File: src/hdl/tcmrd_pkg.sv
// Shared types, codes and helpers for the TCM region decoder.
package tcmrd_pkg;

    localparam int unsigned ADDR_W       = 32;
    localparam int unsigned OFFSET_W     = 15;
    localparam int unsigned CFG_IDX_W    = 2;
    localparam int unsigned DTCM_BYTES_D = 16384;
    localparam int unsigned ITCM_BYTES_D = 32768;

    // Control word bit positions
    localparam int unsigned CTL_DEN_BIT = 16;
    localparam int unsigned CTL_DLD_BIT = 17;
    localparam int unsigned CTL_IEN_BIT = 18;
    localparam int unsigned CTL_ILD_BIT = 19;

    // Region size field: bits 5:1, clamped, region = 512 << n
    localparam int unsigned SIZE_LSB      = 1;
    localparam int unsigned SIZE_W        = 5;
    localparam int unsigned SIZE_MIN      = 3;
    localparam int unsigned SIZE_MAX      = 23;
    localparam int unsigned SIZE_BASE_LOG = 9;

    typedef enum logic [1:0] {
        OP_FETCH = 2'd0,
        OP_LOAD  = 2'd1,
        OP_STORE = 2'd2,
        OP_RSVD  = 2'd3
    } op_t;

    typedef enum logic [1:0] {
        TGT_BUS  = 2'd0,
        TGT_ITCM = 2'd1,
        TGT_DTCM = 2'd2
    } target_t;

    typedef enum logic [CFG_IDX_W-1:0] {
        CFG_CONTROL = 2'd0,
        CFG_DTCM_RGN = 2'd1,
        CFG_ITCM_RGN = 2'd2
    } cfg_idx_t;

    // Decoded configuration handed to the router
    typedef struct packed {
        logic              den;
        logic              dld;
        logic              ien;
        logic              ild;
        logic [ADDR_W-1:0] dmask;
        logic [ADDR_W-1:0] dbase;
        logic [ADDR_W-1:0] imask;
    } tcm_cfg_t;

    // Region size minus one from a region word
    function automatic logic [ADDR_W-1:0] region_mask(input logic [ADDR_W-1:0] word);
        logic [SIZE_W-1:0] n;
        logic [5:0]        sh;
        n = word[SIZE_LSB +: SIZE_W];
        if (n < SIZE_W'(SIZE_MIN)) begin
            n = SIZE_W'(SIZE_MIN);
        end
        if (n > SIZE_W'(SIZE_MAX)) begin
            n = SIZE_W'(SIZE_MAX);
        end
        sh = 6'(n) + 6'(SIZE_BASE_LOG);
        region_mask = ~({ADDR_W{1'b1}} << sh);
    endfunction

endpackage

File: src/hdl/tcmrd_route.sv
// Combinational routing of one access to ITCM, DTCM or the bus.
module tcmrd_route
    import tcmrd_pkg::*;
#(
    parameter int unsigned DTCM_BYTES = DTCM_BYTES_D,
    parameter int unsigned ITCM_BYTES = ITCM_BYTES_D
) (
    input  tcm_cfg_t            cfg,
    input  logic [1:0]          op,
    input  logic [ADDR_W-1:0]   address,
    output logic [1:0]          target,
    output logic [OFFSET_W-1:0] tcm_offset
);

    localparam logic [OFFSET_W-1:0] I_ARR_MASK = OFFSET_W'(ITCM_BYTES - 1);
    localparam logic [OFFSET_W-1:0] D_ARR_MASK = OFFSET_W'(DTCM_BYTES - 1);

    logic in_i;
    logic in_d;
    logic use_i;
    logic use_d;

    assign in_i = (address & ~cfg.imask) == '0;
    assign in_d = (address & ~cfg.dmask) == cfg.dbase;

    always_comb
    begin
        unique case (op_t'(op))
            OP_FETCH:
            begin
                use_i = cfg.ien & ~cfg.ild;
                use_d = 1'b0;
            end
            OP_LOAD:
            begin
                use_i = cfg.ien & ~cfg.ild;
                use_d = cfg.den & ~cfg.dld;
            end
            OP_STORE:
            begin
                use_i = cfg.ien;
                use_d = cfg.den;
            end
            default:
            begin
                use_i = 1'b0;
                use_d = 1'b0;
            end
        endcase
    end

    // ITCM wins where both regions hold the address
    always_comb
    begin
        priority if (use_i && in_i)
        begin
            target     = TGT_ITCM;
            tcm_offset = address[OFFSET_W-1:0] & cfg.imask[OFFSET_W-1:0] & I_ARR_MASK;
        end
        else if (use_d && in_d)
        begin
            target     = TGT_DTCM;
            tcm_offset = address[OFFSET_W-1:0] & cfg.dmask[OFFSET_W-1:0] & D_ARR_MASK;
        end
        else
        begin
            target     = TGT_BUS;
            tcm_offset = '0;
        end
    end

endmodule

File: src/hdl/tcm_region_decoder.sv
// Top level of the TCM region decoder: config registers and two-stage pipeline.
//
// Routes each CPU access (fetch, load, store) to the instruction TCM, the
// data TCM or the external bus, and gives the byte offset into the chosen
// array (zero for the bus).
// Channels: the input channel carries op and address; the output channel
// carries target and tcm_offset; both use valid/ready and move one beat
// per handshake. The cfg channel writes the control word (index 0), the
// data TCM region word (1) and the instruction TCM region word (2); it is
// always ready, and writes to other indexes are dropped.
// Path: the input register feeds the combinational decode, and the result
// register captures the decode when it is empty or being drained.
// Throughput: one beat per cycle while the receiver keeps ready high, as the
// decode between the two registers is combinational.
// Reset: all three config words clear to zero (both TCMs disabled, so every
// access goes to the bus) and both pipeline stages empty.
// Stall: when the receiver holds ready low the result register holds its
// beat; the input register then fills and in_ready drops until space opens.
module tcm_region_decoder
    import tcmrd_pkg::*;
#(
    parameter int unsigned DTCM_BYTES = DTCM_BYTES_D,
    parameter int unsigned ITCM_BYTES = ITCM_BYTES_D
) (
    input  logic                 clk,
    input  logic                 rst_n,
    input  logic                 in_valid,
    output logic                 in_ready,
    input  logic [1:0]           op,
    input  logic [ADDR_W-1:0]    address,
    output logic                 out_valid,
    input  logic                 out_ready,
    output logic [1:0]           target,
    output logic [OFFSET_W-1:0]  tcm_offset,
    input  logic                 cfg_valid,
    output logic                 cfg_ready,
    input  logic [CFG_IDX_W-1:0] cfg_index,
    input  logic [ADDR_W-1:0]    cfg_data
);

    logic [ADDR_W-1:0]   control_reg;
    logic [ADDR_W-1:0]   dtcm_rgn_reg;
    logic [ADDR_W-1:0]   itcm_rgn_reg;

    logic                s1_valid_reg;
    logic [1:0]          s1_op_reg;
    logic [ADDR_W-1:0]   s1_addr_reg;

    logic                out_valid_reg;
    logic [1:0]          target_reg;
    logic [OFFSET_W-1:0] offset_reg;

    tcm_cfg_t            cfg;
    logic [1:0]          target_next;
    logic [OFFSET_W-1:0] offset_next;
    logic                s2_load;

    // Config writes are taken in any cycle
    assign cfg_ready = 1'b1;

    always_ff @(posedge clk or negedge rst_n)
    begin
        if (!rst_n)
        begin
            control_reg  <= '0;
            dtcm_rgn_reg <= '0;
            itcm_rgn_reg <= '0;
        end
        else if (cfg_valid && cfg_ready)
        begin
            unique case (cfg_idx_t'(cfg_index))
                CFG_CONTROL:  control_reg  <= cfg_data;
                CFG_DTCM_RGN: dtcm_rgn_reg <= cfg_data;
                CFG_ITCM_RGN: itcm_rgn_reg <= cfg_data;
                default:      ;
            endcase
        end
    end

    // Decode the config words into enables and region masks
    always_comb
    begin
        cfg.den   = control_reg[CTL_DEN_BIT];
        cfg.dld   = control_reg[CTL_DLD_BIT];
        cfg.ien   = control_reg[CTL_IEN_BIT];
        cfg.ild   = control_reg[CTL_ILD_BIT];
        cfg.dmask = region_mask(dtcm_rgn_reg);
        cfg.imask = region_mask(itcm_rgn_reg);
        cfg.dbase = dtcm_rgn_reg & ~cfg.dmask;
    end

    // Advance the result register when it is empty or being drained
    assign s2_load  = !out_valid_reg || out_ready;
    assign in_ready = !s1_valid_reg || s2_load;

    // Stage 1: input register
    always_ff @(posedge clk or negedge rst_n)
    begin
        if (!rst_n)
        begin
            s1_valid_reg <= 1'b0;
        end
        else if (in_ready)
        begin
            s1_valid_reg <= in_valid;
        end
    end

    always_ff @(posedge clk)
    begin
        if (in_valid && in_ready)
        begin
            s1_op_reg   <= op;
            s1_addr_reg <= address;
        end
    end

    tcmrd_route #(
        .DTCM_BYTES (DTCM_BYTES),
        .ITCM_BYTES (ITCM_BYTES)
    ) u_route (
        .cfg        (cfg),
        .op         (s1_op_reg),
        .address    (s1_addr_reg),
        .target     (target_next),
        .tcm_offset (offset_next)
    );

    // Stage 2: result register, holds its beat while the receiver stalls
    always_ff @(posedge clk or negedge rst_n)
    begin
        if (!rst_n)
        begin
            out_valid_reg <= 1'b0;
        end
        else if (s2_load)
        begin
            out_valid_reg <= s1_valid_reg;
        end
    end

    always_ff @(posedge clk)
    begin
        if (s2_load && s1_valid_reg)
        begin
            target_reg <= target_next;
            offset_reg <= offset_next;
        end
    end

    assign out_valid  = out_valid_reg;
    assign target     = target_reg;
    assign tcm_offset = offset_reg;

endmodule
File: config.mk
export PLATFORM = sky130hd
export DESIGN_NAME = tcm_region_decoder
export DESIGN_NICKNAME = d
export VERILOG_FILES = /design/src/hdl/tcmrd_pkg.sv /design/src/hdl/tcmrd_route.sv /design/src/hdl/tcm_region_decoder.sv
export SDC_FILE = /design/constraint.sdc
export NUM_CORES = 1
export LEC_CHECK = 0
export BUFFER_PORTS_ARGS = -buffer_cell sky130_fd_sc_hd__buf_2
export CORE_ASPECT_RATIO = 0.8
export CORE_MARGIN = 5
export CORE_UTILIZATION = 60
export DETAILED_ROUTE_END_ITERATION = 6
export HOLD_SLACK_MARGIN = 0.03
export PLACE_DENSITY = 0.83
export SETUP_SLACK_MARGIN = 0.05
export SLEW_MARGIN = 20
export SYNTH_ARGS = -nofsm -noshare
export SYNTH_HDL_FRONTEND = slang
export SYNTH_SLANG_ARGS = --single-unit
File: constraint.sdc
create_clock -name clk -period 6.6 [get_ports clk]
set_clock_uncertainty 0.1 [all_clocks]
set_input_delay 1.32 -clock clk [delete_from_list [all_inputs] [get_ports clk]]
set_output_delay 1.32 -clock clk [all_outputs]
set_load 0.02 [all_outputs]
# After elaboration in Yosys (flattened, before gate mapping)
# Index checks and enable logic that the tools add are counted.
totals:
  regBits: 111
  elab_cells: 59
op_classes:
  add_sub_neg: 2
  magnitude_cmp: 4
  eq_ne: 5
  shift: 2
  n_mux: 9
  bitwise: 13
  n_reduce_logical: 15
ops:
  columns: ["cell", "count"]
  rows:
  - ["inverter 32 bit", 4]
  - ["bitwise AND 32 bit", 3]
  - ["<< shifter 32 x 6 -> 32 bit, first input constant", 2]
  - ["equality test 32 bit", 1]
  - ["logical NOT 32 bit", 1]
  - ["two-way mux 5 bit", 4]
  - ["bitwise AND 15 bit", 1]
  - ["two-way mux 15 bit", 1]
  - ["bitwise AND 14 bit", 1]
  - ["two-way mux 14 bit", 1]
  - ["adder 5 x 4 -> 6 bit, second input constant", 2]
  - ["> comparator 5 bit, second input constant", 2]
  - ["less-than comparator 5 x 2 -> 1 bit, second input constant", 2]
  - ["AND reduction 2 bit", 3]
  - ["equality test 2 x 1 -> 1 bit, second input constant", 2]
  - ["equality test 2 bit, second input constant", 2]
  - ["logical AND 1 bit", 4]
  - ["logical NOT 2 bit", 2]
  - ["one-hot mux 1 bit (2 select lines)", 2]
  - ["bitwise AND 1 bit", 2]
  - ["logical NOT 1 bit", 2]
  - ["logical OR 1 bit", 2]
  - ["two-way mux 2 bit", 1]
  - ["inverter 1 bit", 2]
  - ["OR reduction 2 bit", 1]

# Logic depth before layout (Yosys ltp)
# Gate-level depths: netlist of the first run.
logic_depth:
  word_depth: 13
  depth_mapped: 17

# Hierarchy
# Synthesis of the first run repeated with hierarchy kept, for this count alone.
unflattened:
  cells_unflattened: 568
  area_unflattened_um2: 5836.8
by_module_without_submodules:
  columns: ["mod", "n_inst", "cells_each", "area_each_um2"]
  rows:
  - ["tcm_region_decoder", 1, 355, 4428.0]
  - ["tcmrd_route", 1, 213, 1408.9]

# Worst setup path after synthesis of the first run
# OpenSTA, ideal clock, no wires.
synth_timing:
  path_kind: "reg2reg"
  startpoint: "register dtcm_rgn_reg[4]"
  endpoint: "register offset_reg[10], in the netlist tcm_offset[10] (data pin)"
  setup_ps: 129
  t_arrival_ps: 3871
  path_slack_ps: 2500
  stages_incl_launch_ff: 17
  n_path_buf: 4
  period_less_slack_ps: 4100
  path_cell_list: "dfrtp_1 buf_2 buf_1 nor3_1 or3_2 ha_1 inv_1 ha_1 and2_1 clkbuf_1 a22oi_1 a31oi_1 or4b_1 o41a_1 buf_6 nor3_1 o21a_1"
synth_via:
  elab_chain_cells: 13
synth_rtl:
  columns: ["element", "line_no", "source"]
  rows:
  - ["start: declaration", "tcm_region_decoder.sv:42", "logic [ADDR_W-1:0] dtcm_rgn_reg;"]
  - ["start signal: assignment", "tcm_region_decoder.sv:73", "CFG_DTCM_RGN: dtcm_rgn_reg <= cfg_data;"]
  - ["less-than comparator 5 x 2 -> 1 bit", "tcmrd_pkg.sv:58", "if (n < SIZE_W'(SIZE_MIN)) begin"]
  - ["two-way mux 5 bit", "tcmrd_pkg.sv:58", null]
  - ["> comparator 5 bit", "tcmrd_pkg.sv:61", "if (n > SIZE_W'(SIZE_MAX)) begin"]
  - ["two-way mux 5 bit", "tcmrd_pkg.sv:61", null]
  - ["adder 5 x 4 -> 6 bit", "tcmrd_pkg.sv:64", "sh = 6'(n) + 6'(SIZE_BASE_LOG);"]
  - ["<< shifter 32 x 6 -> 32 bit", "tcmrd_pkg.sv:65", "region_mask = ~({ADDR_W{1'b1}} << sh);"]
  - ["inverter 32 bit", "tcmrd_pkg.sv:65", null]
  - ["inverter 32 bit", "tcmrd_route.sv:24, tcm_region_decoder.sv:89", null]
  - ["bitwise AND 32 bit (on tied branches)", "tcmrd_route.sv:24, tcm_region_decoder.sv:89", null]
  - ["equality test 32 bit", "tcmrd_route.sv:24", "assign in_d = (address & ~cfg.dmask) == cfg.dbase;"]
  - ["logical AND 1 bit", "tcmrd_route.sv:60", "else if (use_d && in_d)"]
  - ["two-way mux 14 bit (*)", "tcmrd_route.sv:60", null]
  - ["two-way mux 15 bit (*)", "tcmrd_route.sv:55", "priority if (use_i && in_i)"]
  - ["via offset_next[10]", "tcm_region_decoder.sv:55", "logic [OFFSET_W-1:0] offset_next;"]
  - ["end signal: assignment", "tcm_region_decoder.sv:147", "offset_reg <= offset_next;"]
  - ["end: declaration", "tcm_region_decoder.sv:51", "logic [OFFSET_W-1:0] offset_reg;"]
# Mark *: on every way through the listed nets, which the timed path passes. The rest lies on a longest branch.
# A chain may end at the register's enable or synchronous reset.

# Final worst setup path of the first run
layout_timing:
  startpoint: "register dtcm_rgn_reg[4]"
  endpoint: "register offset_reg[5], in the netlist tcm_offset[5] (data pin)"
# Same word-level chain as after synthesis.

==> results of run 1 <==
==> where the power goes <==
part           leakage (nW)  internal, mW  switching [mW]
Clock                0.0974         0.209           0.193
Sequential             1.00         0.695          0.0815
Combinational          1.24         0.226           0.328
Total                  2.34          1.13           0.602
==> final timing paths <==
| kind | start | to | slack, ns | depth (start not counted) |
|---|---|---|---|---|
| min reg2reg | s1_valid_reg | out_valid | 0.40 | 1 |
| min | s1_valid_reg | out_valid | 0.40 | 1 |
| max | dtcm_rgn_reg[4] | tcm_offset[5] | 1.91 | 12 |
| min in group asynchronous | rst_n | dtcm_rgn_reg[30] | 0.84 | 1 |
| max in group asynchronous | rst_n | dtcm_rgn_reg[10] | 5.16 | 1 |
| max reg2reg | dtcm_rgn_reg[4] | tcm_offset[5] | 1.91 | 12 |
==> cell families after synthesis <==
family / Yosys count / synth area share [%]
muxes: 44 / 9.80
other: 1 / 0.0739
xor gates and xnor gates: 33 / 5.70
DFF: 94 / 51.4
and+or+nand+nor: 108 / 12.0
adders and majority gates: 12 / 2.96
buffers and inverters: 32 / 2.96
AOI/OAI and AO/OA: 105 / 15.1
==> routing by layer <==
layer  share of wire (%)  up-vias  global-route usage [%]
met5                   0        -                       0
met4                 2.0        0                    8.01
met3                 9.7       20                    7.06
met2                  45      195                    38.9
met1                  43     1869                    37.8
li1                    -     1776                       -
==> through the flow <==
step / instances / setup slack, ns / power (mW) / hold WS [ns]
after global placement: 612 / 2.22 / 1.31 / 0.361
after detailed placement: 612 / 2.03 / 1.33 / 0.391
after global routing: 627 / 1.67 / 1.83 / 0.436
final: 627 / 1.91 / 1.73 / 0.403
after CTS: 627 / 1.99 / 1.72 / 0.399
after floorplan: 429 / 2.50 / 1.16 / 0.349
==> worst max-delay path, delay by kind of cell, from the launching register on <==
kind | cells | cell delay [ns]
adder cells (fa/ha/maj) | 2 | 0.66
buffers and inverters | 1 | 0.10
AO/OA/AOI/OAI | 5 | 1.49
AND/OR/NAND/NOR | 4 | 1.51
flip-flops | 1 | 0.68
==> cells in the final DEF, fill, tap and decap left out, types with 6 or more instances in the layout <==
cell / netlist / final
a21oi_1: 20 / 20
buf_2: 3 / 90
clkbuf_8: 0 / 9
dfrtp_1: 43 / 43
edfxtp_1: 51 / 51
ha_1: 12 / 12
inv_1: 10 / 10
mux2_2: 41 / 41
nand2_1: 9 / 9
nand2b_1: 12 / 12
nor2_1: 21 / 21
nor2b_1: 7 / 7
nor3_1: 14 / 14
o21a_1: 17 / 17
o21ai_0: 12 / 12
or2_2: 6 / 6
xnor2_1: 9 / 9
xor2_1: 24 / 24
==> layout make-up <==
type / instances / area share (%)
well taps: 112 / 2.43
repair buffers: 93 / 8.19
flip-flops and latches: 94 / 45.2
clock buffers: 10 / 2.21
multi-input cells: 303 / 40.1
clock inverters: 5 / 1.30
inverters: 10 / 0.650
==> synthesized netlist by cell type, types with 10 or more instances <==
library cell / count / share of area, %
a21oi_1: 20 / 2.0
clkbuf_1: 13 / 0.96
dfrtp_1: 43 / 21
edfxtp_1: 51 / 30
ha_1: 12 / 3.0
inv_1: 10 / 0.74
mux2_2: 41 / 9.1
nand2b_1: 12 / 1.5
nor2_1: 21 / 1.6
nor3_1: 14 / 1.4
o21a_1: 17 / 2.5
o21ai_0: 12 / 1.2
xor2_1: 24 / 4.1
==> results by group, run 1 <==
Logic synthesis
  – FF+latch count, synth: 94
  – Net Count, Synth: between 500 and 600
  – Post-synth EDFFs: 51
  – Asr flop ratio synth: 45.7%
  – Mapped Cells: around 430
  – Syn Area/Cell: 11.8 µm²
  – Mapped cell area: 5070 µm²
  – Synthesis warning total: 0
  – Post-synthesis sequential area ratio: 51.4%
  – Synth unique cells: slightly below 70
  – Ys flop type: edfxtp_1

Floorplan
  – Core Rows: 30
  – Total core area: 8370 µm²
  – I/O pins: 93
  – Initial core utilization: 60.6%
  – Die area: 10400 µm²
  – Die Span Y: 92.2 µm
  – Die Span X: around 110 µm

Routing
  – DRC errors left: 0
  – Routed Antenna Nets: 0
  – Via count: 3860
  – DR vias/cell: ~6.2
  – Final wirelength: 13000 µm
  – Avg WL per Cell: 20.7 µm
  – Pre-Repair DR Iteration Count: 6
  – Initial drt markers: 425

Power and ir drop
  – Worst IR drop on VDD: 0.000166 V
  – PwrDens: 300 nW/µm²
  – Static leakage: 2.34 nW

CTS
  – Hold_buf cts: 0
  – Worst-Skew Late Latency: 0.37 ns
  – Max clock buf depth: 2
  – Clk slew on worst S/H paths: 0.08 ns
  – H-Tree Level Count: 3
  – Post-CTS Resized: 0
  – Post-CTS setup buffers: 0
  – Root buffer cell: clkbuf_8
  – CTS sink cnt: 94
  – TritonCTS clock tree: yes
  – Number of buffers created by CTS: 9

Place
  – DP Wirelength: 9870 µm
  – IO Port Bufs: 91
  – DP Area: around 5600 µm²
  – GPL Wtd Cong: 0.942

Cells and area
  – N_diodes: 0
  – Register area: 2610 µm²
  – Layout overhead on the synthesized area: 13.9%
  – Layout cells sized above 1: 31.3%
  – Number of fill cells: between 600 and 700
  – Final Net Count: between 500 and 600
  – Fin util: 69.0%
  – Footprint of the multi-input gates: around 2300 µm²
  – Design area: 5770 µm²

Timing
  – Total negative setup slack: 0 ns
  – Final setup fails: 0
  – Fin crit period: ~4.7 ns
  – Fin. Hold Viols: 0
  – Unrepaired setup endpoints after global routing: false
  – Max frequency: 213 MHz
  – Crit share post-route: 71.1%
  – Worst-Margin Slew: 0.834 ns
  – Slew headroom: 44.2%
  – Slew Viols, Final: 0

Critical path
  – CP Class: register to register
  – Worst-path maximum fanout: 18
  – CP max stage cell: dfrtp_1
  – Worst EP arrival: 4.82 ns
  – Type of origin of the critical path: register
  – Required @ worst endpoint: slightly below 7 ns
  – Worst path max stage delay: 0.68 ns
  – Critical path's most frequent cell: ha_1
  – CP endpoint kind: register
  – Critical-path cell list: nor3_1, or3_2, ha_1, inv_1, ha_1, and2_1, a22oi_1, a31oi_1, or4b_1, o41a_1, a211oi_2, a32o_1

Global route
  – Number of global-route vias before repair: just under 4000
  – GRT Util Overall: 26.2%
  – Initial antenna violation count: 0
  – First-pass GRT wire length: 20900 µm
  – Total grt overflow: 0
  – Pin count of the biggest net entering global routing: 44

Status
  – Status: finished clean

Flow run
  – Max cap viols: 0

Worst hold path
  – Worst Hold Class: register to register
Note: power is estimated with default switching activity, not from simulation.
==> run 2: changes to the inputs <==
- ABC_AREA: default -> 1
- CORE_UTILIZATION: 60 -> 56
- PLACE_DENSITY: 0.83 -> 0.78
- clock period: 6.6 -> 4.75 ns (I/O delays scaled with it)
==> run 2 against run 1 <==
Sequential cell count is the same; clock-buffer cell count grew 3; core utilization shrank 1.9 points; global-route usage shrank 2.4 points; clock power grew 79%; final cell count grew 34%; synthesized area grew 3.7%; non-clock buffer count grew 2; first-iteration DRC count shrank 16%; largest cell class unchanged.
==> results by group, run 2 <==
Critical path
  – Required @ worst endpoint: 4.74 ns (-1.99 ns)
  – FF-to-FF End: tcm_offset[2]
  – CP Class: register to register
  – Worst r2r src: itcm_rgn_reg[5]
  – Type of origin of the critical path: register
  – Reg2reg path depth: 16 (+4)
  – Worst EP arrival: 3.65 ns (-1.17 ns)
  – CP endpoint kind: register
  – Worst-path maximum fanout: 16 (-2)
  – Reg2reg setup slack: 1.10 ns (-0.81 ns)

Routing
  – DRC errors left: 0 (unchanged)
  – Initial drt markers: 358 (-16%)
  – DR vias/cell: 5.36 (-13%)
  – Final wirelength: 13700 µm (+5.9%)
  – Pre-Repair DR Iteration Count: 5 (-1)
  – Via count: 4505 (+17%)
  – Routed Antenna Nets: 0 (unchanged)
  – Avg WL per Cell: 16.3 µm (-21%)

Power and ir drop
  – Static leakage: 3.09 nW (+32%)
  – Worst IR drop on VDD: 0.000328 V (+97%)
  – PwrDens: 419 nW/µm² (+40%)

CTS
  – Hold_buf cts: 0 (unchanged)
  – Root buffer cell: clkbuf_16
  – Clk slew on worst S/H paths: 0.06 ns (-0.02 ns)
  – Post-CTS setup buffers: 0 (unchanged)
  – Worst-Skew Late Latency: 0.34 ns (-0.03 ns)
  – CTS sink cnt: 94 (unchanged)
  – Post-CTS Resized: 0 (unchanged)
  – Number of buffers created by CTS: 9 (unchanged)
  – H-Tree Level Count: 3 (unchanged)
  – TritonCTS clock tree: yes
  – Max clock buf depth: 2 (unchanged)

Logic synthesis
  – Synth top area share: 29.1% (-1.1 points)
  – Syn Area/Cell: 8.40 µm² (-29%)
  – Adder-Cell Fraction of Synth Area: 2.86% (-0.10 points)
  – Post-synth EDFFs: 51 (unchanged)
  – Synth unique cells: 30 (-57%)
  – Synth Area in Compound Gates: 6.95% (-8.1 points)
  – Post-Synth XOR/XNOR Area: 3.00% (-2.7 points)
  – Ys flop type: edfxtp_1
  – Largest family of logic cells by synthesized area: simple AND/OR/NAND/NOR gates
  – Synthesis warning total: 0 (unchanged)
  – Multiplexer share of the synthesized area: 4.07% (-5.7 points)
  – Asr flop ratio synth: 45.7% (unchanged)
  – Mapped cell area: 5260 µm² (+3.7%)
  – Net Count, Synth: 711 (+38%)
  – Post-Synth Simple-Gate Area: 26.0% (+14 points)
  – FF+latch count, synth: 94 (unchanged)
  – Synth top area cells: edfxtp_1 (29%), dfrtp_1 (20%), nand2_1 (13%)
  – Mapped Cells: 626 (+46%)
  – Most frequent cells after synthesis: nand2_1 (180), inv_1 (79), nand3_1 (61)
  – Top-count cell post-synth: nand2_1
  – Cell taking the most area after synthesis: edfxtp_1
  – Post-synthesis sequential area ratio: 49.6% (-1.8 points)

Floorplan
  – Die Span Y: 96.7 µm (+4.8%)
  – Die area: 11400 µm² (+9.9%)
  – Total core area: 9110 µm² (+8.9%)
  – Die Span X: 118 µm (+4.9%)
  – Core Rows: 31 (+3.3%)
  – I/O pins: 93 (unchanged)
  – Initial core utilization: 57.7% (-2.9 points)

Cells and area
  – N_diodes: 0 (unchanged)
  – Layout overhead on the synthesized area: 16.3%
  – Number of fill cells: 779 (+20%)
  – Most frequent cells in the layout: nand2_1 (180), buf_2 (90), inv_1 (79), nand3_1 (61), nor2_1 (55)
  – Most common cell after layout, fill and taps aside: nand2_1
  – Layout cells sized above 1: 20.8% (-10 points)
  – Fin util: 67.1% (-1.9 points)
  – Final Net Count: 805 (+35%)

Global route
  – GRT Util Overall: 23.9% (-2.4 points)
  – First-pass GRT wire length: 21900 µm (+4.5%)
  – Number of global-route vias before repair: 4215 (+8.9%)
  – Pin count of the biggest net entering global routing: 44 (unchanged)
  – Initial antenna violation count: 0 (unchanged)
  – Total grt overflow: 0 (unchanged)

Flow run
  – Max cap viols: 0 (unchanged)

Timing
  – Crit share post-route: 76.9% (+5.9 points)
  – Total negative setup slack: 0 ns (unchanged)
  – Unrepaired setup endpoints after global routing: false
  – Worst-Margin Slew: 1.09 ns (+0.254 ns)
  – Fin crit period: 3.65 ns (-1.04 ns)
  – Max frequency: 274 MHz (+28%)
  – Fin. Hold Viols: 0 (unchanged)
  – Final setup fails: 0 (unchanged)
  – Slew headroom: 27.4% (-17 points)
  – Slew Viols, Final: 0 (unchanged)

Worst hold path
  – Worst Min Path Start: s1_valid_reg
  – Worst Hold Class: register to register
  – Hold Crit Depth: 2 (+1)
  – Hold Path Sink: out_valid

Place
  – IO Port Bufs: 91 (unchanged)
  – GPL Wtd Cong: 1.01 (+7.4%)
  – DP Wirelength: 10700 µm (+8.7%)

Status
  – Status: finished clean
[run 2: worst max path at each step]
stage / startpoint / endpoint / slack (ns) / cells after the start
floorplan: dtcm_rgn_reg[5] / tcm_offset[7] / 1.92 / 23
global placement: itcm_rgn_reg[5] / tcm_offset[10] / 1.19 / 16
detailed placement: itcm_rgn_reg[5] / tcm_offset[13] / 1.16 / 16
CTS: itcm_rgn_reg[5] / tcm_offset[13] / 1.16 / 16
global route: itcm_rgn_reg[5] / tcm_offset[2] / 0.83 / 16
finish: itcm_rgn_reg[5] / tcm_offset[2] / 1.10 / 16
[run 2: area by class of cell]
type	count	area (µm²)	area share (%)
sequential	94	2610	42.7
multi-input combinational	438	2260	37.0
timing repair buffer	95	488	7.98
inverter	82	308	5.03
clock buffer	13	280	4.58
tap	115	144	2.35
clock inverter	3	26.3	0.430
[run 2: metrics by stage]
stage,setup WS (ns),area (µm²),total power [mW],instances,hold slack [ns]
6_report,1.10,6110,2.56,840,0.389
5_1_grt,0.826,6110,2.70,840,0.416
4_1_cts,1.16,6110,2.55,840,0.391
3_5_place_dp,1.16,5800,1.84,824,0.380
3_3_place_gp,1.19,5800,1.82,824,0.352
2_1_floorplan,1.92,5260,1.59,626,0.347
[run 2: cells by family after synthesis]
kind of cell,count (synthesis)
adder cells (fa/ha/maj),12
buffers and inverters,94
XOR/XNOR,18
other,1
multiplexers,19
AND/OR/NAND/NOR,322
flip-flops,94
AO/OA/AOI/OAI,66
[run 2: worst max-delay path: stages, from the launching register on]
cell	delay [ns]
dfrtp_1	0.46
nor2_2	0.22
nand2_2	0.08
nand2_2	0.13
ha_1	0.24
inv_1	0.06
ha_1	0.40
nor2_1	0.30
inv_1	0.10
a21oi_1	0.15
nand2_1	0.07
a21oi_1	0.13
nand3_1	0.10
nand2_1	0.43
nand2_4	0.23
nand2_1	0.13
nand2_1	0.06
[run 2: report_power, final]
part / internal (mW) / switching (mW) / total [mW]
Clock: 0.415 / 0.304 / 0.719
Sequential: 0.968 / 0.0814 / 1.05
Combinational: 0.261 / 0.531 / 0.792
Total: 1.64 / 0.917 / 2.56
[run 2: layer usage]
metal	vias to the layer above	track usage, %	part of all wire (%)
met5	-	0	0
met3	19	6.18	8.4
li1	2213	-	-
met4	0	6.61	1.4
met1	2085	34.5	46
met2	188	35.6	44
